## src/rtl/swd_pkg.sv

```systemverilog
// Shared types, constants and width helpers for the weighted distance core.
// Depends on nothing; imported by every module of the block.
package swd_pkg;

   localparam int COLOUR_W   = 8;
   localparam int MEAN_W     = 12;
   localparam int PIX_POS_W  = 12;
   localparam int CEN_POS_W  = 16;
   localparam int HGT_W      = 24;
   localparam int HDIFF_W    = 25;
   localparam int STEP_W     = 12;
   localparam int OUT_W      = 25;
   localparam int COL_RAD_W  = 38;
   localparam int COL_ROOT_W = COL_RAD_W / 2;
   localparam int COLOUR_DIVISOR = 255;
   localparam logic [STEP_W-1:0] GRID_STEP_RESET = 12'd16;
   localparam logic [OUT_W-1:0]  OUT_MAX = {OUT_W{1'b1}};

   // Reciprocal of the colour divisor, rounded up; exact for every colour root
   // below 2^19 because the rounding error times the largest root stays under 2^27.
   localparam int COL_RECIP_SHIFT = 27;
   localparam int COL_RECIP_W     = 20;
   localparam logic [COL_RECIP_W-1:0] COL_RECIP =
      COL_RECIP_W'(((64'd1 << COL_RECIP_SHIFT) + COLOUR_DIVISOR - 1) / COLOUR_DIVISOR);

   // Radicand width shared by both square-root lanes (even, so whole digit pairs).
   function automatic int swd_rad_width(input int coord_bits);
      int pos_w;
      pos_w = 2 * (coord_bits + 4) + 1 + 8;
      pos_w = pos_w + (pos_w % 2);
      return (pos_w > COL_RAD_W) ? pos_w : COL_RAD_W;
   endfunction

   // Control that travels alongside the arithmetic through every stage.
   typedef struct packed {
      logic                valid;
      logic [STEP_W-1:0]   step;
      logic [HDIFF_W-1:0]  height_diff;
   } swd_ctrl_type;

endpackage

```

## src/rtl/swd_div.sv

```systemverilog
// Two-lane pipelined divider: the position lane divides by the grid step with one
// quotient bit per stage, the colour lane by 255 through a reciprocal multiply; uses swd_pkg.
module swd_div
   import swd_pkg::*;
#(
   parameter int N = 21
) (
   input  logic              clock,
   input  logic              reset,
   input  logic [N-1:0]      col_num,
   input  logic [N-1:0]      pos_num,
   input  swd_ctrl_type      ctrl_i,
   output logic [N-1:0]      col_quot,
   output logic [N-1:0]      pos_quot,
   output swd_ctrl_type      ctrl_o
);

   localparam int CP_W = COL_ROOT_W + COL_RECIP_W;

   typedef struct packed {
      logic [N-1:0]      num;
      logic [STEP_W-1:0] rem;
      logic [N-1:0]      quot;
   } dv_lane_type;

   // Bring down the next numerator bit and subtract the divisor if it fits.
   function automatic dv_lane_type div_step(input dv_lane_type s,
                                            input logic [STEP_W-1:0] den);
      dv_lane_type   n;
      logic [STEP_W:0] cand;
      cand  = {s.rem, s.num[N-1]};
      n.num = s.num << 1;
      if (cand >= {1'b0, den}) begin
         n.rem  = STEP_W'(cand - {1'b0, den});
         n.quot = {s.quot[N-2:0], 1'b1};
      end else begin
         n.rem  = STEP_W'(cand);
         n.quot = {s.quot[N-2:0], 1'b0};
      end
      return n;
   endfunction

   logic [CP_W-1:0] col_prod;
   logic [N-1:0]    col_quot_in;
   logic [N-1:0]    col_ff  [0:N-1];
   dv_lane_type     pos_ff  [0:N-1];
   swd_ctrl_type    ctrl_ff [0:N-1];

   // The colour root always fits in the low bits, so one multiply gives the quotient.
   always_comb begin
      col_prod    = CP_W'(col_num[COL_ROOT_W-1:0]) * CP_W'(COL_RECIP);
      col_quot_in = N'(col_prod >> COL_RECIP_SHIFT);
   end

   for (genvar g = 0; g < N; g++) begin : g_stage
      logic [N-1:0] col_src;
      dv_lane_type  pos_src;
      swd_ctrl_type ctrl_src;

      if (g == 0) begin : g_head
         always_comb begin
            col_src      = col_quot_in;
            pos_src.num  = pos_num;
            pos_src.rem  = '0;
            pos_src.quot = '0;
            ctrl_src     = ctrl_i;
         end
      end else begin : g_body
         always_comb begin
            col_src  = col_ff[g-1];
            pos_src  = pos_ff[g-1];
            ctrl_src = ctrl_ff[g-1];
         end
      end

      // The grid step rides with the item, so each stage uses its own copy.
      always_ff @(posedge clock) begin
         col_ff[g] <= col_src;
         pos_ff[g] <= div_step(pos_src, ctrl_src.step);
         if (reset) begin
            ctrl_ff[g].valid <= 1'b0;
         end else begin
            ctrl_ff[g] <= ctrl_src;
         end
      end
   end

   assign col_quot = col_ff[N-1];
   assign pos_quot = pos_ff[N-1].quot;
   assign ctrl_o   = ctrl_ff[N-1];

endmodule

```

## config.mk

```make
export PLATFORM = sky130hd
export DESIGN_NAME = swd_div
export DESIGN_NICKNAME = d
export VERILOG_FILES = /design/src/rtl/swd_pkg.sv /design/src/rtl/swd_div.sv
export SDC_FILE = /design/constraint.sdc
export NUM_CORES = 2
export LEC_CHECK = 0
export BUFFER_PORTS_ARGS = -buffer_cell sky130_fd_sc_hd__clkbuf_2
export CORE_ASPECT_RATIO = 1.2
export CORE_MARGIN = 2
export CORE_UTILIZATION = 55
export DETAILED_ROUTE_END_ITERATION = 6
export PLACE_DENSITY = 0.79
export SKIP_CTS_REPAIR_TIMING = 1
export SLEW_MARGIN = 10
export SYNTH_ARGS = -nofsm -noshare
export SYNTH_HDL_FRONTEND = slang
export SYNTH_SLANG_ARGS = --single-unit
export TNS_END_PERCENT = 20
```

## constraint.sdc

```tcl
create_clock -name clock -period 23.9 [get_ports clock]
set_clock_uncertainty 0.1 [all_clocks]
set_input_delay 2.39 -clock clock [delete_from_list [all_inputs] [get_ports clock]]
set_output_delay 2.39 -clock clock [all_outputs]
set_load 0.005 [all_outputs]
```

==> results.md <==
* Die area at 111,000 µm²
* Vias at 30.4k
* RSZ-0062 raised after global routing: false
* Int Power at 5.73 mW
* Period minus WS final at 5.87 ns
* Worst r2r src: ctrl_ff[16][26]
* P per Cell Area at 115 nW/µm²
* Logic pwr share at 0.200
* Root buf cell: clkbuf_16
* Area after DPL at 61,900 µm²
* Start point of the critical path: col_num[15]
* Hold Crit Endpoint: pos_ff[1][421]
* Worst-margin pin slew at 1.27 ns
* Cell count after placement at 5,612
* Synthesized area at 59,500 µm²
* Max Slew Vio Count at 0
* Grt total ovfl at 0
* Rows at 132
* Design Area, Final at 67,400 µm²
* Chip height at 364 µm
* R2R cell count at 9
* Std-Cell Core Area at 108,000 µm²
* H-tree depth at 4
* Global routing's busiest layer: met2
* RR Endpoint: pos_ff[2][77]
* Vias in the first global route at 32.0k
* Clk_lat worst skew at 0.78 ns
* Asr flop ratio synth at 0
* Area grow syn2layout at 13.3%
* Critical path type: in -> reg
* R2R Setup Slk at 20.37 ns
* Hold Startpoint: pos_ff[1][367]
* Initial antenna violation count at 0
* Met3 global-route usage at 0.0342
* Final worst path period share at 0.246
* Yosys top cell by area: edfxtp_1
* Worst Path Required at 24.49 ns
* DP Worst Slack at 17.25 ns
* Final WL at 93,600 µm
* CTS tree: yes
* Dpl hpwl at 59,800 µm
* First-pass GRT wire length at 152,000 µm
* # Max-Cap Violations at 0
* # diodes at 0
* Seq/Total Area, Yosys at 0.713
* Vias/cell at 5.15
* Syn. warnings at 0
* Most used DFF post-synth: dfxtp_1
* Buffers on Ports at 150
* WHS at 0.203 ns
* Initial Util at 0.553
* Number of synthesized flops with an enable pin at 777
* Final Worst Setup Slack at 18.03 ns
* Share of cells above drive strength 1 at 0.137
* Largest net degree at the start of global routing at 232
* M2 GR Usage at 0.345
* Setup violators final at 0
* WHS Path Cells at 0
* Worst hold path class: reg -> reg
* Status: finished, final reports clean
* Global-route usage over all layers at 0.171
* Reg power frac at 0.469
* CTS Buffer Depth at 3
* CTS Sinks at 1,731
* Yosys cell types at 71
* Leak pwr at 28.0 nW
* Gpl congestion at 0.915
* Fin util at 0.626
* Clock power share at 0.331
* Max-Slew Margin vs Limit at 0.149
* Reg clk slew, reported paths at 0.06 ns
* #FFs+latches synth at 1,731
* Area fraction of the dominant cell type after synthesis at 0.392
* Largest cells by area after synthesis: edfxtp_1 (39%), dfxtp_1 (32%), ha_1 (7.1%)
* DRC viols at 0
* DR pass1 iterations at 6
* Mapped Cells at 4,076
* Psw at 2.05 mW
* Fin cells at 5,905
* Highest clock rate at 170 MHz
* Final hold violation count at 0
* Data arrival, critical path at 6.46 ns
* Die Wd at 304 µm
* Detailed Route Iter0 Violations at 1,632
* CTS Buf Count at 157
* Peak VDD IR at 0.0000746 V
* # fillers at 7,738
* Final net count at 4,816
* Tot Pwr at 7.77 mW
* IO Pins at 162
* Syn_area_per_cell at 14.6 µm²
* Sw Share at 0.263
* Post-synth top cells: dfxtp_1 (954), edfxtp_1 (777), inv_1 (387)
* Worst setup SP type: primary input
* Antenna viol nets, final at 0
* Crit path max fanout at 9
* CP Capture Type: flip-flop
* Count leader, synth: dfxtp_1
* Met1 usage in global routing at 0.163
* Wire per inst at 15.9 µm
* Setup TNS at 0 ns
[power by group through the flow]
stage	registers [mW]	clock network [mW]	logic, mW
global placement	3.69	0	1.48
global route	3.68	2.75	1.73
detailed placement	3.71	0	1.54
CTS	3.65	2.64	1.55
floorplan	3.69	0	1.22
finish	3.65	2.57	1.55
[worst max path at each step]
stage / endpoint / slack [ns] / depth (start not counted)
after global routing: ctrl_ff[0][14] / 17.81 / 5
after detailed placement: col_ff[0][9] / 17.25 / 16
after CTS: col_ff[0][9] / 18.11 / 16
final: col_ff[0][9] / 18.03 / 16
after floorplan: ctrl_ff[0][0] / 5.21 / 2
after global placement: col_ff[0][9] / 17.33 / 16
[layer usage]
metal  wire length [µm]  vias up
li1                   -    15100
met1              33600    14500
met2              52900      544
met3               3000      273
met4               4090        0
met5                  0        -
[cell usage in the layout, fill, tap and decap left out, drive strengths merged, types with 9 or more instances in the layout]
master / count
a211o: 9
a211oi: 21
a21boi: 21
a21o: 52
a21oi: 140
a31oi: 27
and2: 21
and3: 18
buf: 18
bufinv: 12
clkbuf: 377
clkinv: 34
conb: 9
dfxtp: 954
edfxtp: 777
fa: 31
ha: 338
inv: 402
mux2: 164
mux2i: 44
nand2: 124
nand3: 79
nand4: 34
nor2: 149
nor2b: 77
nor3: 68
nor4: 19
o211ai: 23
o21a: 35
o21ai: 87
o21bai: 10
o311ai: 28
o31ai: 29
or2: 12
or3: 22
or4b: 9
xnor2: 97
xor2: 37
[layout make-up]
cell class / count / area, µm² / share of cell area
clock inverter: 65 / 876 / 0.0130
tap: 1407 / 1760 / 0.0261
clock buffer: 227 / 4580 / 0.0679
timing repair buffer: 168 / 911 / 0.0135
inverter: 388 / 1460 / 0.0217
multi-input combinational: 1919 / 15400 / 0.228
sequential: 1731 / 42400 / 0.629
[flip-flops by register name, summed over array words and instances, names as in the netlist]
signal and cells:
ctrl_ff 798, pos_ff 681, col_ff 252
[kinds of logic after synthesis]
logic type	share of synthesized area
flops	0.713
simple gates	0.0569
compound gates	0.0605
buf+inv	0.0289
fa+ha+maj	0.0815
mux	0.0393
xor+xnor	0.0197
other cells	0.0000630
[critical path: stages]
cell	delay, ns
clkbuf_2	0.20
ha_1	0.34
ha_1	0.27
inv_1	0.05
fa_1	0.38
inv_1	0.08
fa_1	0.41
ha_1	0.30
ha_1	0.32
a21oi_1	0.15
o21ai_0	0.13
a2111oi_0	0.47
a21oi_1	0.23
a211o_1	0.35
or2_2	0.28
o22ai_1	0.12
Note: power is estimated with default switching activity, not from simulation.
