===== config.mk =====
export PLATFORM = sky130hd
export DESIGN_NAME = swd_sqrt
export DESIGN_NICKNAME = d
export VERILOG_FILES = /design/src/rtl/swd_pkg.sv /design/src/rtl/swd_sqrt.sv
export SDC_FILE = /design/constraint.sdc
export NUM_CORES = 2
export LEC_CHECK = 0
export ABC_AREA = 1
export BUFFER_PORTS_ARGS = -buffer_cell sky130_fd_sc_hd__buf_2
export CAP_MARGIN = 20
export CORE_ASPECT_RATIO = 0.5
export CORE_MARGIN = 10
export CORE_UTILIZATION = 40
export CTS_BUF_LIST = sky130_fd_sc_hd__clkbuf_8
export DETAILED_ROUTE_END_ITERATION = 12
export MAX_ROUTING_LAYER = met4
export PLACE_DENSITY = 0.55
export SLEW_MARGIN = 20
export SYNTH_ARGS = -nofsm -noshare
export SYNTH_HDL_FRONTEND = slang
export SYNTH_MEMORY_MAX_BITS = 65536
export SYNTH_SLANG_ARGS = --single-unit

===== constraint.sdc =====
create_clock -name clock -period 21.7 [get_ports clock]
set_clock_uncertainty 0.2 [all_clocks]
set_input_delay 1.085 -clock clock [delete_from_list [all_inputs] [get_ports clock]]
set_output_delay 1.085 -clock clock [all_outputs]
set_load 0.01 [all_outputs]

===== src/rtl/swd_pkg.sv =====
// Shared types, constants and width helpers for the weighted distance core.
// Depends on nothing; imported by every module of the block.
package swd_pkg;

   localparam int COLOUR_W   = 8;
   localparam int MEAN_W     = 12;
   localparam int PIX_POS_W  = 12;
   localparam int CEN_POS_W  = 16;
   localparam int HGT_W      = 24;
   localparam int HDIFF_W    = 25;
   localparam int STEP_W     = 12;
   localparam int OUT_W      = 25;
   localparam int COL_RAD_W  = 38;
   localparam int COL_ROOT_W = COL_RAD_W / 2;
   localparam int COLOUR_DIVISOR = 255;
   localparam logic [STEP_W-1:0] GRID_STEP_RESET = 12'd16;
   localparam logic [OUT_W-1:0]  OUT_MAX = {OUT_W{1'b1}};

   // Reciprocal of the colour divisor, rounded up; exact for every colour root
   // below 2^19 because the rounding error times the largest root stays under 2^27.
   localparam int COL_RECIP_SHIFT = 27;
   localparam int COL_RECIP_W     = 20;
   localparam logic [COL_RECIP_W-1:0] COL_RECIP =
      COL_RECIP_W'(((64'd1 << COL_RECIP_SHIFT) + COLOUR_DIVISOR - 1) / COLOUR_DIVISOR);

   // Radicand width shared by both square-root lanes (even, so whole digit pairs).
   function automatic int swd_rad_width(input int coord_bits);
      int pos_w;
      pos_w = 2 * (coord_bits + 4) + 1 + 8;
      pos_w = pos_w + (pos_w % 2);
      return (pos_w > COL_RAD_W) ? pos_w : COL_RAD_W;
   endfunction

   // Control that travels alongside the arithmetic through every stage.
   typedef struct packed {
      logic                valid;
      logic [STEP_W-1:0]   step;
      logic [HDIFF_W-1:0]  height_diff;
   } swd_ctrl_type;

endpackage


===== src/rtl/swd_sqrt.sv =====
// Two-lane pipelined integer square root, one root bit per stage.
// Depends on swd_pkg.
module swd_sqrt
   import swd_pkg::*;
#(
   parameter int RAD_W = 42
) (
   input  logic                  clock,
   input  logic                  reset,
   input  logic [RAD_W-1:0]      col_rad,
   input  logic [RAD_W-1:0]      pos_rad,
   input  swd_ctrl_type          ctrl_i,
   output logic [RAD_W/2-1:0]    col_root,
   output logic [RAD_W/2-1:0]    pos_root,
   output swd_ctrl_type          ctrl_o
);

   localparam int R  = RAD_W / 2;
   localparam int RW = R + 2;

   typedef struct packed {
      logic [RAD_W-1:0] rad;
      logic [RW-1:0]    rem;
      logic [R-1:0]     root;
   } sq_lane_type;

   // One restoring step: bring down a digit pair and try the next root bit.
   function automatic sq_lane_type sqrt_step(input sq_lane_type s);
      sq_lane_type  n;
      logic [RW+1:0] cand;
      logic [RW+1:0] trial;
      cand  = {s.rem, s.rad[RAD_W-1 -: 2]};
      trial = (RW+2)'({s.root, 2'b01});
      n.rad = s.rad << 2;
      if (cand >= trial) begin
         n.rem  = RW'(cand - trial);
         n.root = {s.root[R-2:0], 1'b1};
      end else begin
         n.rem  = RW'(cand);
         n.root = {s.root[R-2:0], 1'b0};
      end
      return n;
   endfunction

   sq_lane_type  col_ff  [0:R-1];
   sq_lane_type  pos_ff  [0:R-1];
   swd_ctrl_type ctrl_ff [0:R-1];

   for (genvar g = 0; g < R; g++) begin : g_stage
      sq_lane_type  col_src;
      sq_lane_type  pos_src;
      swd_ctrl_type ctrl_src;

      if (g == 0) begin : g_head
         always_comb begin
            col_src.rad  = col_rad;
            col_src.rem  = '0;
            col_src.root = '0;
            pos_src.rad  = pos_rad;
            pos_src.rem  = '0;
            pos_src.root = '0;
            ctrl_src     = ctrl_i;
         end
      end else begin : g_body
         always_comb begin
            col_src  = col_ff[g-1];
            pos_src  = pos_ff[g-1];
            ctrl_src = ctrl_ff[g-1];
         end
      end

      // Stage register for both lanes and the travelling control.
      always_ff @(posedge clock) begin
         col_ff[g] <= sqrt_step(col_src);
         pos_ff[g] <= sqrt_step(pos_src);
         if (reset) begin
            ctrl_ff[g].valid <= 1'b0;
         end else begin
            ctrl_ff[g] <= ctrl_src;
         end
      end
   end

   assign col_root = col_ff[R-1].root;
   assign pos_root = pos_ff[R-1].root;
   assign ctrl_o   = ctrl_ff[R-1];

endmodule


==> run summary <==
Status: finished, final reports clean
Finished layout cell area: 136000 um2
First-pass GRT wire length: 445 mm
Post_cts resized: 0
Largest net degree at the start of global routing: 194
Total global-route track usage: 17.1%
Met1 usage: 20.9%
Drt total wl: 280 mm
Cts bufs inserted: 423
Port-buffer cells: 203
Drt pass-1 iters: 8
R2R Path Start: pos_ff[1][594]
Flop-to-flop setup slack: 18.38 ns
Slew headroom: 30.7%
Synth Warn #: 0
Buffer count from post-CTS setup fixing: 0
Fin Setup TNS: 0 ns
Grt peak-use layer: met2
Vias in the first global route: 85400
Max Transition Viols Final: 0
Leakage: 67.0 nW
Int Pwr: 10.1 mW
Die Ht: 409 um
Die area: 327000 um2
Initial antenna violation count: 3
Crit path max fanout: 150
# clock sinks: 2962
R2r worst-path depth: 13
CP Class: in2reg
Clk_lat worst skew: 1.04 ns
CORE AREA: 300000 um2
Max-Cap Viols: 0
Pwr per Cell Area: 109 nW/um2
CTS max path bufs: 4
Ys flop type: dfxtp_1
Met3 Usage GRT: 2.54%
Sequential-to-total area share from yosys stat: 55.4%
CTS tree: done
Gate power share: 21.1%
Filler cell count in the final layout: 29500
Sw frac: 32.2%
Initial drt markers: 5269
Synth Register Bits: 2962
Max Fclk: 249 MHz
CP arrival: 4.44 ns
Fraction of synthesis flops using an asynchronous set or reset pin: 0%
CP required: 22.13 ns
Area growth from synthesis to layout: 12.5%
Syn Area/Cell: 8.49 um2
Period utilization: 18.5%
CP startpoint kind: input port
Reg clk slew, reported paths: 0.06 ns
Setup Viol. Count Final: 0
Post-synth EDFFs: 777
Clk root buf: clkbuf_8
Fin crit period: 4.01 ns
Cell count after synthesis: 14300
Gpl congestion: 0.937
Fin nets: 15500
Grt ovf: 0
Critical Path End: ctrl_ff[0][220]
Post-DP HPWL: 213 mm
Worst Hold Class: reg2reg
Vias: 87500
Share of cells above drive strength 1: 7.77%
Reg power frac: 47.1%
Worst Setup SP: reset
# DRC: 0
Crit. End Element: flip-flop
Synth cell types: 55
RSZ-0062 raised after global routing: false
Initial Util: 40.3%
Post-Syn Area: 121000 um2
Clock Power Share: 31.8%
GRT met2 Usage: 28.5%
Worst-Margin Slew: 1.04 ns
# IOs: 204
VDD IR max: 51.9 uV
Num rows: 142
NetSw: 4.81 mW
Post-route ant nets: 0
H-tree Lvls: 5
DIE WIDTH: 798 um
Placed instance area: 126000 um2
Hold Vio Cnt, Final: 0
Vias per cell: 4.54
Reg2reg end: pos_ff[2][23]
Post-DR wirelength/cell: 14.6 um
-- state kept, by name, summed over array words and instances (netlist names) --
register	flops
col_ff	1082
pos_ff	1082
ctrl_ff	798
-- cells by family (layout without fill, tap and decap cells) --
logic type	Yosys count	count (layout)	share of synthesized area [%]
AND/OR/NAND/NOR	7080	7080	24.2
flip-flops	2962	2962	55.4
buffers and inverters	2493	3430	8.42
AO/OA/AOI/OAI	881	881	4.23
adder cells (fa/ha/maj)	506	506	5.23
XOR/XNOR	347	347	2.51
other	1	5	0.00310
-- synth_stat cells (all sizes together) (5+ instances only) --
library cell | number | area share, %
edfxtp | 777 | 19
dfxtp | 2185 | 36
xnor2 | 146 | 1.1
nor3b | 6 | 0.041
and2 | 9 | 0.046
nor2 | 1308 | 4.3
o2111ai | 6 | 0.043
and3 | 5 | 0.026
a21oi | 459 | 2.0
nand2 | 4460 | 14
ha | 506 | 5.2
o21bai | 26 | 0.17
o21ai | 359 | 1.8
nand3b | 134 | 0.84
buf | 166 | 1.2
nor3 | 97 | 0.43
nand3 | 815 | 3.4
nand4 | 205 | 1.1
a21boi | 8 | 0.050
xor2 | 201 | 1.5
or2 | 32 | 0.17
nor4 | 6 | 0.031
o211ai | 17 | 0.11
inv | 2322 | 7.2
-- critical path: stages --
cell and delay [ns]:
buf_2 0.24, inv_8 0.69, buf_4 0.76, buf_4 0.82
buf_4 0.72
-- power by group through the flow --
stage	Clock (mW)	Combinational (mW)	Sequential (mW)
6_report	4.74	3.14	7.03
5_1_grt	5.19	3.61	7.12
4_1_cts	4.95	3.15	7.04
3_5_place_dp	0	3.12	7.16
3_3_place_gp	0	3.10	7.15
2_1_floorplan	0	2.41	6.94
-- placed cells by master (no fill, tap or decap), types with 39 or more instances in the layout --
| master | synthesis | final |
|---|---|---|
| nand2_1 | 4425 | 4425 |
| inv_1 | 2296 | 2392 |
| dfxtp_1 | 2185 | 2185 |
| nor2_1 | 1241 | 1241 |
| nand3_1 | 802 | 802 |
| edfxtp_1 | 777 | 777 |
| ha_1 | 506 | 506 |
| clkbuf_8 | 0 | 506 |
| a21oi_1 | 418 | 418 |
| o21ai_0 | 221 | 221 |
| nand4_1 | 204 | 204 |
| buf_2 | 19 | 203 |
| xor2_1 | 200 | 200 |
| xnor2_1 | 146 | 146 |
| nand3b_1 | 133 | 133 |
| dlygate4sd3_1 | 0 | 124 |
| o21ai_2 | 98 | 98 |
| nor3_1 | 91 | 91 |
| clkinv_2 | 1 | 71 |
| nor2_2 | 50 | 50 |
| o21ai_1 | 40 | 40 |
| a21oi_2 | 39 | 39 |
-- per-layer routing --
layer	part of all wire (%)	up-vias
met5	0	-
li1	-	45900
met2	47	1539
met3	3.7	670
met4	4.1	0
met1	45	39400
-- layout make-up --
type,count,area [um2],share of cell area (%)
Multi-Input combinational cell,8816,43900,32.2
Timing Repair Buffer,336,2360,1.73
Antenna cell,3,7.51,0.00551
Clock inverter,265,2260,1.66
Tap cell,4032,5040,3.70
Inverter,2323,8740,6.41
Sequential cell,2962,67100,49.2
Clock buffer,506,6960,5.11
-- stage by stage --
stage                     utilization [%]  instances  hold slack [ns]  total power, mW  worst slack [ns]
after floorplan                         -      14300            0.110             9.35              4.22
after global placement               41.9      18300            0.110             10.3             16.63
after detailed placement             41.9      18300            0.112             10.3             16.54
after CTS                            45.4      19200           0.0656             15.1             17.69
after global routing                 45.4      19200           0.0780             15.9             17.41
final                                45.4      19200           0.0756             14.9             17.69
-- how the worst min path moves through the flow --
stage	cells past startpoint	from	endpoint
floorplan	0	col_ff[0][44]	col_ff[0][130]
global placement	0	pos_ff[0][45]	pos_ff[0][131]
detailed placement	0	pos_ff[0][306]	pos_ff[0][392]
CTS	0	col_ff[0][402]	col_ff[0][488]
global route	0	col_ff[0][402]	col_ff[0][488]
finish	0	pos_ff[0][490]	pos_ff[0][576]
-- what timing repair did --
| item | 4_1_cts | 5_1_grt |
|---|---|---|
| hold buffers | 124 | 0 |
| endpoints found under the setup margin | 0 | 0 |
| hold endpoints to repair | 124 | 0 |
Note: power is estimated with default switching activity, not from simulation.
