**config.mk**
```make
export PLATFORM = sky130hd
export DESIGN_NAME = swd_front
export DESIGN_NICKNAME = d
export VERILOG_FILES = /design/src/rtl/swd_pkg.sv /design/src/rtl/swd_front.sv
export SDC_FILE = /design/constraint.sdc
export NUM_CORES = 2
export LEC_CHECK = 0
export ABC_AREA = 1
export BUFFER_PORTS_ARGS = -buffer_cell sky130_fd_sc_hd__clkbuf_2
export CAP_MARGIN = 20
export CORE_ASPECT_RATIO = 1.25
export CORE_MARGIN = 5
export CORE_UTILIZATION = 40
export DETAILED_ROUTE_END_ITERATION = 6
export GPL_TIMING_DRIVEN = 0
export PLACE_DENSITY = 0.63
export SYNTH_ARGS = -nofsm -noshare
export SYNTH_HDL_FRONTEND = slang
export SYNTH_SLANG_ARGS = --single-unit
```
**constraint.sdc**
```tcl
create_clock -name clock -period 11.3 [get_ports clock]
set_clock_uncertainty 0.2 [all_clocks]
set_input_delay 2.26 -clock clock [delete_from_list [all_inputs] [get_ports clock]]
set_output_delay 2.26 -clock clock [all_outputs]
set_load 0.005 [all_outputs]
```
**src/rtl/swd_pkg.sv**
```systemverilog
// Shared types, constants and width helpers for the weighted distance core.
// Depends on nothing; imported by every module of the block.
package swd_pkg;

   localparam int COLOUR_W   = 8;
   localparam int MEAN_W     = 12;
   localparam int PIX_POS_W  = 12;
   localparam int CEN_POS_W  = 16;
   localparam int HGT_W      = 24;
   localparam int HDIFF_W    = 25;
   localparam int STEP_W     = 12;
   localparam int OUT_W      = 25;
   localparam int COL_RAD_W  = 38;
   localparam int COL_ROOT_W = COL_RAD_W / 2;
   localparam int COLOUR_DIVISOR = 255;
   localparam logic [STEP_W-1:0] GRID_STEP_RESET = 12'd16;
   localparam logic [OUT_W-1:0]  OUT_MAX = {OUT_W{1'b1}};

   // Reciprocal of the colour divisor, rounded up; exact for every colour root
   // below 2^19 because the rounding error times the largest root stays under 2^27.
   localparam int COL_RECIP_SHIFT = 27;
   localparam int COL_RECIP_W     = 20;
   localparam logic [COL_RECIP_W-1:0] COL_RECIP =
      COL_RECIP_W'(((64'd1 << COL_RECIP_SHIFT) + COLOUR_DIVISOR - 1) / COLOUR_DIVISOR);

   // Radicand width shared by both square-root lanes (even, so whole digit pairs).
   function automatic int swd_rad_width(input int coord_bits);
      int pos_w;
      pos_w = 2 * (coord_bits + 4) + 1 + 8;
      pos_w = pos_w + (pos_w % 2);
      return (pos_w > COL_RAD_W) ? pos_w : COL_RAD_W;
   endfunction

   // Control that travels alongside the arithmetic through every stage.
   typedef struct packed {
      logic                valid;
      logic [STEP_W-1:0]   step;
      logic [HDIFF_W-1:0]  height_diff;
   } swd_ctrl_type;

endpackage

```
**src/rtl/swd_front.sv**
```systemverilog
// Front end: differences, squares and scaled sums of squares, three stages.
// Depends on swd_pkg.
module swd_front
   import swd_pkg::*;
#(
   parameter int COORD_BITS = 12,
   parameter int RAD_W      = 42
) (
   input  logic                        clock,
   input  logic                        reset,
   input  logic                        accept,
   input  logic [COLOUR_W-1:0]         pixel_blue,
   input  logic [COLOUR_W-1:0]         pixel_green,
   input  logic [COLOUR_W-1:0]         pixel_red,
   input  logic [PIX_POS_W-1:0]        pixel_col,
   input  logic [PIX_POS_W-1:0]        pixel_row,
   input  logic signed [HGT_W-1:0]     pixel_height,
   input  logic [MEAN_W-1:0]           center_blue,
   input  logic [MEAN_W-1:0]           center_green,
   input  logic [MEAN_W-1:0]           center_red,
   input  logic [CEN_POS_W-1:0]        center_col,
   input  logic [CEN_POS_W-1:0]        center_row,
   input  logic signed [HGT_W-1:0]     center_height,
   input  logic [STEP_W-1:0]           grid_step,
   output logic [RAD_W-1:0]            col_rad,
   output logic [RAD_W-1:0]            pos_rad,
   output swd_ctrl_type                ctrl
);

   localparam int PW    = COORD_BITS + 4;
   localparam int CSQ_W = 2 * MEAN_W;
   localparam int S_W   = CSQ_W + 2;
   localparam int PSQ_W = 2 * PW;
   localparam int P_W   = PSQ_W + 1;

   function automatic logic [MEAN_W-1:0] col_absdiff(input logic [MEAN_W-1:0] a,
                                                      input logic [MEAN_W-1:0] b);
      return (a > b) ? (a - b) : (b - a);
   endfunction

   function automatic logic [PW-1:0] pos_absdiff(input logic [PW-1:0] a,
                                                  input logic [PW-1:0] b);
      return (a > b) ? (a - b) : (b - a);
   endfunction

   logic [MEAN_W-1:0]        cdiff_in [0:2];
   logic [MEAN_W-1:0]        cdiff_ff [0:2];
   logic [PW-1:0]            pdiff_in [0:1];
   logic [PW-1:0]            pdiff_ff [0:1];
   logic signed [HDIFF_W-1:0] hdiff;
   swd_ctrl_type             ctrl1_in;
   swd_ctrl_type             ctrl1_ff;
   logic [CSQ_W-1:0]         csq_ff [0:2];
   logic [PSQ_W-1:0]         psq_ff [0:1];
   swd_ctrl_type             ctrl2_ff;
   logic [S_W-1:0]           ssum;
   logic [P_W-1:0]           psum;
   logic [RAD_W-1:0]         col_rad_in;
   logic [RAD_W-1:0]         pos_rad_in;
   logic [RAD_W-1:0]         col_rad_ff;
   logic [RAD_W-1:0]         pos_rad_ff;
   swd_ctrl_type             ctrl3_ff;

   // Stage one: absolute differences in sixteenths, height magnitude, step.
   always_comb begin
      cdiff_in[0] = col_absdiff({pixel_blue, 4'b0000}, center_blue);
      cdiff_in[1] = col_absdiff({pixel_green, 4'b0000}, center_green);
      cdiff_in[2] = col_absdiff({pixel_red, 4'b0000}, center_red);
      pdiff_in[0] = pos_absdiff(PW'({pixel_col, 4'b0000}), PW'(center_col));
      pdiff_in[1] = pos_absdiff(PW'({pixel_row, 4'b0000}), PW'(center_row));
      hdiff = {pixel_height[HGT_W-1], pixel_height} - {center_height[HGT_W-1], center_height};
      ctrl1_in.valid = accept;
      ctrl1_in.step = (grid_step == '0) ? STEP_W'(1) : grid_step;
      ctrl1_in.height_diff = hdiff[HDIFF_W-1] ? HDIFF_W'(-hdiff) : HDIFF_W'(hdiff);
   end

   always_ff @(posedge clock) begin
      cdiff_ff <= cdiff_in;
      pdiff_ff <= pdiff_in;
      if (reset) begin
         ctrl1_ff.valid <= 1'b0;
      end else begin
         ctrl1_ff <= ctrl1_in;
      end
   end

   // Stage two: one square per difference.
   always_ff @(posedge clock) begin
      for (int i = 0; i < 3; i++) begin
         csq_ff[i] <= cdiff_ff[i] * cdiff_ff[i];
      end
      for (int i = 0; i < 2; i++) begin
         psq_ff[i] <= pdiff_ff[i] * pdiff_ff[i];
      end
      if (reset) begin
         ctrl2_ff.valid <= 1'b0;
      end else begin
         ctrl2_ff <= ctrl1_ff;
      end
   end

   // Stage three: sums of squares, colour scaled by 2304 and position by 256.
   always_comb begin
      ssum = S_W'(csq_ff[0]) + S_W'(csq_ff[1]) + S_W'(csq_ff[2]);
      psum = P_W'(psq_ff[0]) + P_W'(psq_ff[1]);
      col_rad_in = RAD_W'({ssum, 11'b0}) + RAD_W'({ssum, 8'b0});
      pos_rad_in = RAD_W'({psum, 8'b0});
   end

   always_ff @(posedge clock) begin
      col_rad_ff <= col_rad_in;
      pos_rad_ff <= pos_rad_in;
      if (reset) begin
         ctrl3_ff.valid <= 1'b0;
      end else begin
         ctrl3_ff <= ctrl2_ff;
      end
   end

   assign col_rad = col_rad_ff;
   assign pos_rad = pos_rad_ff;
   assign ctrl    = ctrl3_ff;

endmodule

```
==> impl_summary.md <==
Detailed routing
The detail route stage leaves a number of antenna-violating nets equal to 0. In the routed design, unresolved DRC markers number 1. The pre-antenna-repair detailed-routing pass consisted of 7 iterations.

In the routed layout, each cell is associated on average with a via count of around 4.7. The total wirelength of the detailed-routed design is 109.2 mm. The final route contains around 37000 vias. In the final routed layout, each cell accounts on average for between 10 and 15 um.

The number of DRC markers after the initial detailed-route iteration is between 1500 and 2000.

Synth
The number of synthesized flops with an enable pin is 111. In this run the mean area of a mapped cell was 8.122 um2. Synthesis produced approximately 5800 cells. The count of synthesis-stage warnings from yosys is 0. The dominant synthesized flop cell is sky130_fd_sc_hd__dfxtp_1. Yosys mapped the design onto 59 distinct sky130hd cell types.

Of the post-synthesis cell area, the dominant cell type holds 0.2516. The most area-hungry cell type in the Yosys netlist is sky130_fd_sc_hd__fa_1. The synthesized area is 0.04695 mm2.

The fraction of synthesis flops using an asynchronous set or reset pin is 0. In this run, synthesis produced a sequential element count of about 380. For this run, the register share of the synthesized area comes to 0.1840. Yosys attributes the largest share of cell area to sky130_fd_sc_hd__fa_1, sky130_fd_sc_hd__ha_1, sky130_fd_sc_hd__inv_1, sky130_fd_sc_hd__dfxtp_1, sky130_fd_sc_hd__nand2_1.

Floorplanning
The top-level I/O count is about 300. The region available for standard cell placement spans around 0.12 mm2. The die covers between 0.1 and 0.15 mm2. For this configuration, the core starts out at a cell density of 0.4025.

From bottom edge to top edge, the die measures approximately 390 um. The die is 316.4 um wide. The number of rows in the core area is 140.

CTS
The H-tree generated during clock tree synthesis spans 2 levels. For this design, the CTS-stage hold fixing added 0 buffers. TritonCTS built the clock tree. The clock drives ~380 sinks. The number of gates resized after cts is 0. The clock latency of the later-clocked register in the worst-skew pair is slightly above 0.6 ns.

TritonCTS created 44 clock buffers. The cell chosen for the clock root is sky130_fd_sc_hd__clkbuf_16. Buffers added to address setup during post-CTS repair amount to 0. The clock passes through at most 3 buffers. The post-CTS clock slew at the launch and capture registers of the worst setup and hold paths is 0.07 ns.

Placed design
Detailed placement ended at an HPWL of just over 90 mm. The number of placed instances, taps included, is about 7600. The quantity of I/O buffers inserted on ports is roughly 280. Routability-driven placement finished with a final weighted congestion of ~0.9.

Critical path
The worst register-to-register path ends at psq_ff[0][61]. The arrival time of the worst setup path is slightly above 7 ns. The peak per-stage delay on the critical path is between 0.5 and 0.6 ns.

The worst-case reg-to-reg path depth is 20. The slowest stage of the critical path is the sky130_fd_sc_hd__clkbuf_1 cell. The signal on the critical path passes through clkbuf_1 -> clkbuf_1 -> nand2_1 -> fa_1 -> fa_1 -> inv_1 -> fa_1 -> fa_1 -> fa_1 -> inv_1 -> fa_1 -> inv_1 -> ha_1 -> nand2_1 -> nor2_1 -> nand2_1 -> o21ai_0 -> a21oi_1 -> o211ai_1 -> xor2_1. The startpoint kind of the worst setup timing path is a flop. In this design, the largest share of critical-path delay is due to adder cells.

The worst reg-to-reg setup slack is approximately 4.5 ns. Together, buffers and inverters on the worst path number 5. By startpoint and endpoint, the worst setup path is classified as flop to flop.

Along the worst path, the maximum fanout reaches 10. The worst setup path is captured at a flop. The required arrival time at the worst endpoint is between 10 and 15 ns. The critical register-to-register path startpoint is pdiff_ff[2]. The most numerous cell type found on the critical path is sky130_fd_sc_hd__fa_1.

Min path
The worst hold path begins at ctrl2_ff[31]. The sink of the worst hold path is ctrl[31]. The worst hold path belongs to the class flop to flop. The cell depth of the worst min-delay path is 0.

Global route
Across every metal layer, demand over resource in global routing totals 0.1775. The residual overflow from global routing is 0. The initial antenna violation count was 1. Entering global routing, the biggest net connects 74 pins. The number of global-route vias before repair came to 37600.

The first global-routing pass estimated 181.1 mm of wire.

STA
The number of slew-limit violations in the final report is 0. Setup repair after global routing left no endpoint under its margin. Across all hold checks on the routed design, the worst slack comes to around 0.2 ns. Based on the critical path, the design can be clocked at up to 0.1468 GHz. The final critical-path share of the clock period is 0.6030. The final hold violation count is 0. The summed negative setup slack over all endpoints is 0 ns. The post-route minimum period is 6.814 ns.

The worst pin sits at a relative slew slack of 0.4738. Setup violations remaining at the end of the flow were counted as 0. At the pin with the least slew margin, the transition time is a little under 0.8 ns.

Finish
The repair_antennas step left the layout with diodes totalling 0. The count of fill cells added during filler insertion is roughly 12000. Registers take between 0.008 and 0.009 mm2. The final standard cell utilization of the core is 0.4453.

Compared with the post-synthesis result, the final layout area differs by 10.65%. For this run, the post-layout net count is roughly 7500. The fraction of layout instances using a drive strength above 1 is 0.07687. Excluding fillers, the count of instances in the completed layout stands at approximately 7700. The area used by multi-input combinational logic is roughly 0.032 mm2.

Job
The tool flagged a number of max-cap violations equal to 0.

Run status
The final reports fail on DRC. The run finished, with violations left.
## stage by stage
| stage | setup WS [ns] | cell area, um2 |
|---|---|---|
| 2_1_floorplan | 5.628 | 47040 |
| 3_3_place_gp | 4.526 | 50390 |
| 3_5_place_dp | 4.518 | 50420 |
| 4_1_cts | 4.506 | 51950 |
| 5_1_grt | 4.153 | 51950 |
| 6_report | 4.486 | 51950 |
## sequential cells by signal (all words and copies together) (netlist names)
name / flops
ctrl2_ff: 38
col_rad: 30
ctrl1_ff: 38
ctrl: 38
cdiff_ff: 36
csq_ff: 69
psq_ff: 62
pos_rad: 33
pdiff_ff: 32
## worst register-to-register path, cell delays in order (launching register included)
cell	delay, ns
sky130_fd_sc_hd__dfxtp_1	0.44
sky130_fd_sc_hd__clkbuf_1	0.40
sky130_fd_sc_hd__clkbuf_1	0.56
sky130_fd_sc_hd__nand2_1	0.23
sky130_fd_sc_hd__fa_1	0.53
sky130_fd_sc_hd__fa_1	0.55
sky130_fd_sc_hd__inv_1	0.05
sky130_fd_sc_hd__fa_1	0.49
sky130_fd_sc_hd__fa_1	0.52
sky130_fd_sc_hd__fa_1	0.50
sky130_fd_sc_hd__inv_1	0.05
sky130_fd_sc_hd__fa_1	0.53
sky130_fd_sc_hd__inv_1	0.06
sky130_fd_sc_hd__ha_1	0.36
sky130_fd_sc_hd__nand2_1	0.11
sky130_fd_sc_hd__nor2_1	0.13
sky130_fd_sc_hd__nand2_1	0.06
sky130_fd_sc_hd__o21ai_0	0.33
sky130_fd_sc_hd__a21oi_1	0.22
sky130_fd_sc_hd__o211ai_1	0.24
sky130_fd_sc_hd__xor2_1	0.19
## cells in the mapped netlist, drive strengths merged, types with 25 or more instances
| cell | number |
|---|---|
| a21oi | 300 |
| nor2 | 246 |
| xor2 | 207 |
| xnor2 | 106 |
| clkbuf | 121 |
| buf | 44 |
| nand4 | 44 |
| inv | 1434 |
| nand3 | 132 |
| o21bai | 25 |
| ha | 566 |
| fa | 590 |
| a31oi | 25 |
| dfxtp | 265 |
| nand2 | 1221 |
| nor3 | 47 |
| o21ai | 161 |
| edfxtp | 111 |
## placed cells by master (no fill, tap or decap), types with 8 or more instances in the layout
cell	count
sky130_fd_sc_hd__xnor2_1	106
sky130_fd_sc_hd__inv_2	8
sky130_fd_sc_hd__edfxtp_1	111
sky130_fd_sc_hd__ha_1	566
sky130_fd_sc_hd__clkbuf_1	123
sky130_fd_sc_hd__inv_1	1424
sky130_fd_sc_hd__o31ai_1	10
sky130_fd_sc_hd__nand3_1	129
sky130_fd_sc_hd__nor2_2	12
sky130_fd_sc_hd__fa_1	590
sky130_fd_sc_hd__dfxtp_1	265
sky130_fd_sc_hd__a211oi_1	8
sky130_fd_sc_hd__o21ai_1	24
sky130_fd_sc_hd__o21ai_0	137
sky130_fd_sc_hd__a21oi_1	298
sky130_fd_sc_hd__a31oi_1	25
sky130_fd_sc_hd__a21o_1	20
sky130_fd_sc_hd__buf_2	15
sky130_fd_sc_hd__nand4_1	43
sky130_fd_sc_hd__o21bai_1	24
sky130_fd_sc_hd__clkbuf_2	284
sky130_fd_sc_hd__o2111ai_1	9
sky130_fd_sc_hd__o211ai_1	20
sky130_fd_sc_hd__xor2_1	206
sky130_fd_sc_hd__nor4_1	9
sky130_fd_sc_hd__nand2_2	23
sky130_fd_sc_hd__nand2_1	1196
sky130_fd_sc_hd__conb_1	25
sky130_fd_sc_hd__nor2_1	234
sky130_fd_sc_hd__clkbuf_16	47
sky130_fd_sc_hd__o21a_1	14
sky130_fd_sc_hd__nor3_1	44
sky130_fd_sc_hd__buf_4	25
## layer usage
layer,up-vias,share of wire,global-route usage,wire (um)
met4,0,0.026,0.04665,2892
met3,143,0.043,0.01688,4728
li1,18270,-,-,-
met1,17380,0.41,0.2154,44670
met2,756,0.52,0.3353,56900
met5,-,0,0,0
## kinds of logic (layout without fill, tap and decap cells)
kind of cell | after synthesis | after routing | share of synthesized area
xor+xnor | 313 | 313 | 0.05855
fa+ha+maj | 1156 | 1156 | 0.4024
compound gates | 618 | 618 | 0.07475
simple gates | 1717 | 1717 | 0.1490
buf+inv | 1599 | 1960 | 0.1311
flops | 376 | 376 | 0.1840
other cells | 1 | 25 | 0.00007987
mux | 1 | 1 | 0.0002398
## worst max path at each step
| stage | startpoint | end | depth (start not counted) |
|---|---|---|---|
| 2_1_floorplan | pdiff_ff[27] | psq_ff[0][24] | 21 |
| 3_3_place_gp | pdiff_ff[2] | psq_ff[0][57] | 20 |
| 3_5_place_dp | pdiff_ff[2] | psq_ff[0][57] | 20 |
| 4_1_cts | pdiff_ff[2] | psq_ff[0][61] | 20 |
| 5_1_grt | pdiff_ff[19] | psq_ff[0][24] | 25 |
| 6_report | pdiff_ff[2] | psq_ff[0][61] | 20 |
## cell type report
| class | count | area share |
|---|---|---|
| clock inverter | 21 | 0.004841 |
| clock buffer | 60 | 0.02461 |
| buffer | 165 | 0.01479 |
| tap | 1562 | 0.03762 |
| multi-input combinational | 3830 | 0.6208 |
| timing repair buffer | 280 | 0.02741 |
| sequential | 376 | 0.1663 |
| inverter | 1434 | 0.1037 |
Power is left out: the tool's default activity adds up to more than one toggle a clock period on the data nets, which glitch-free logic cannot reach.
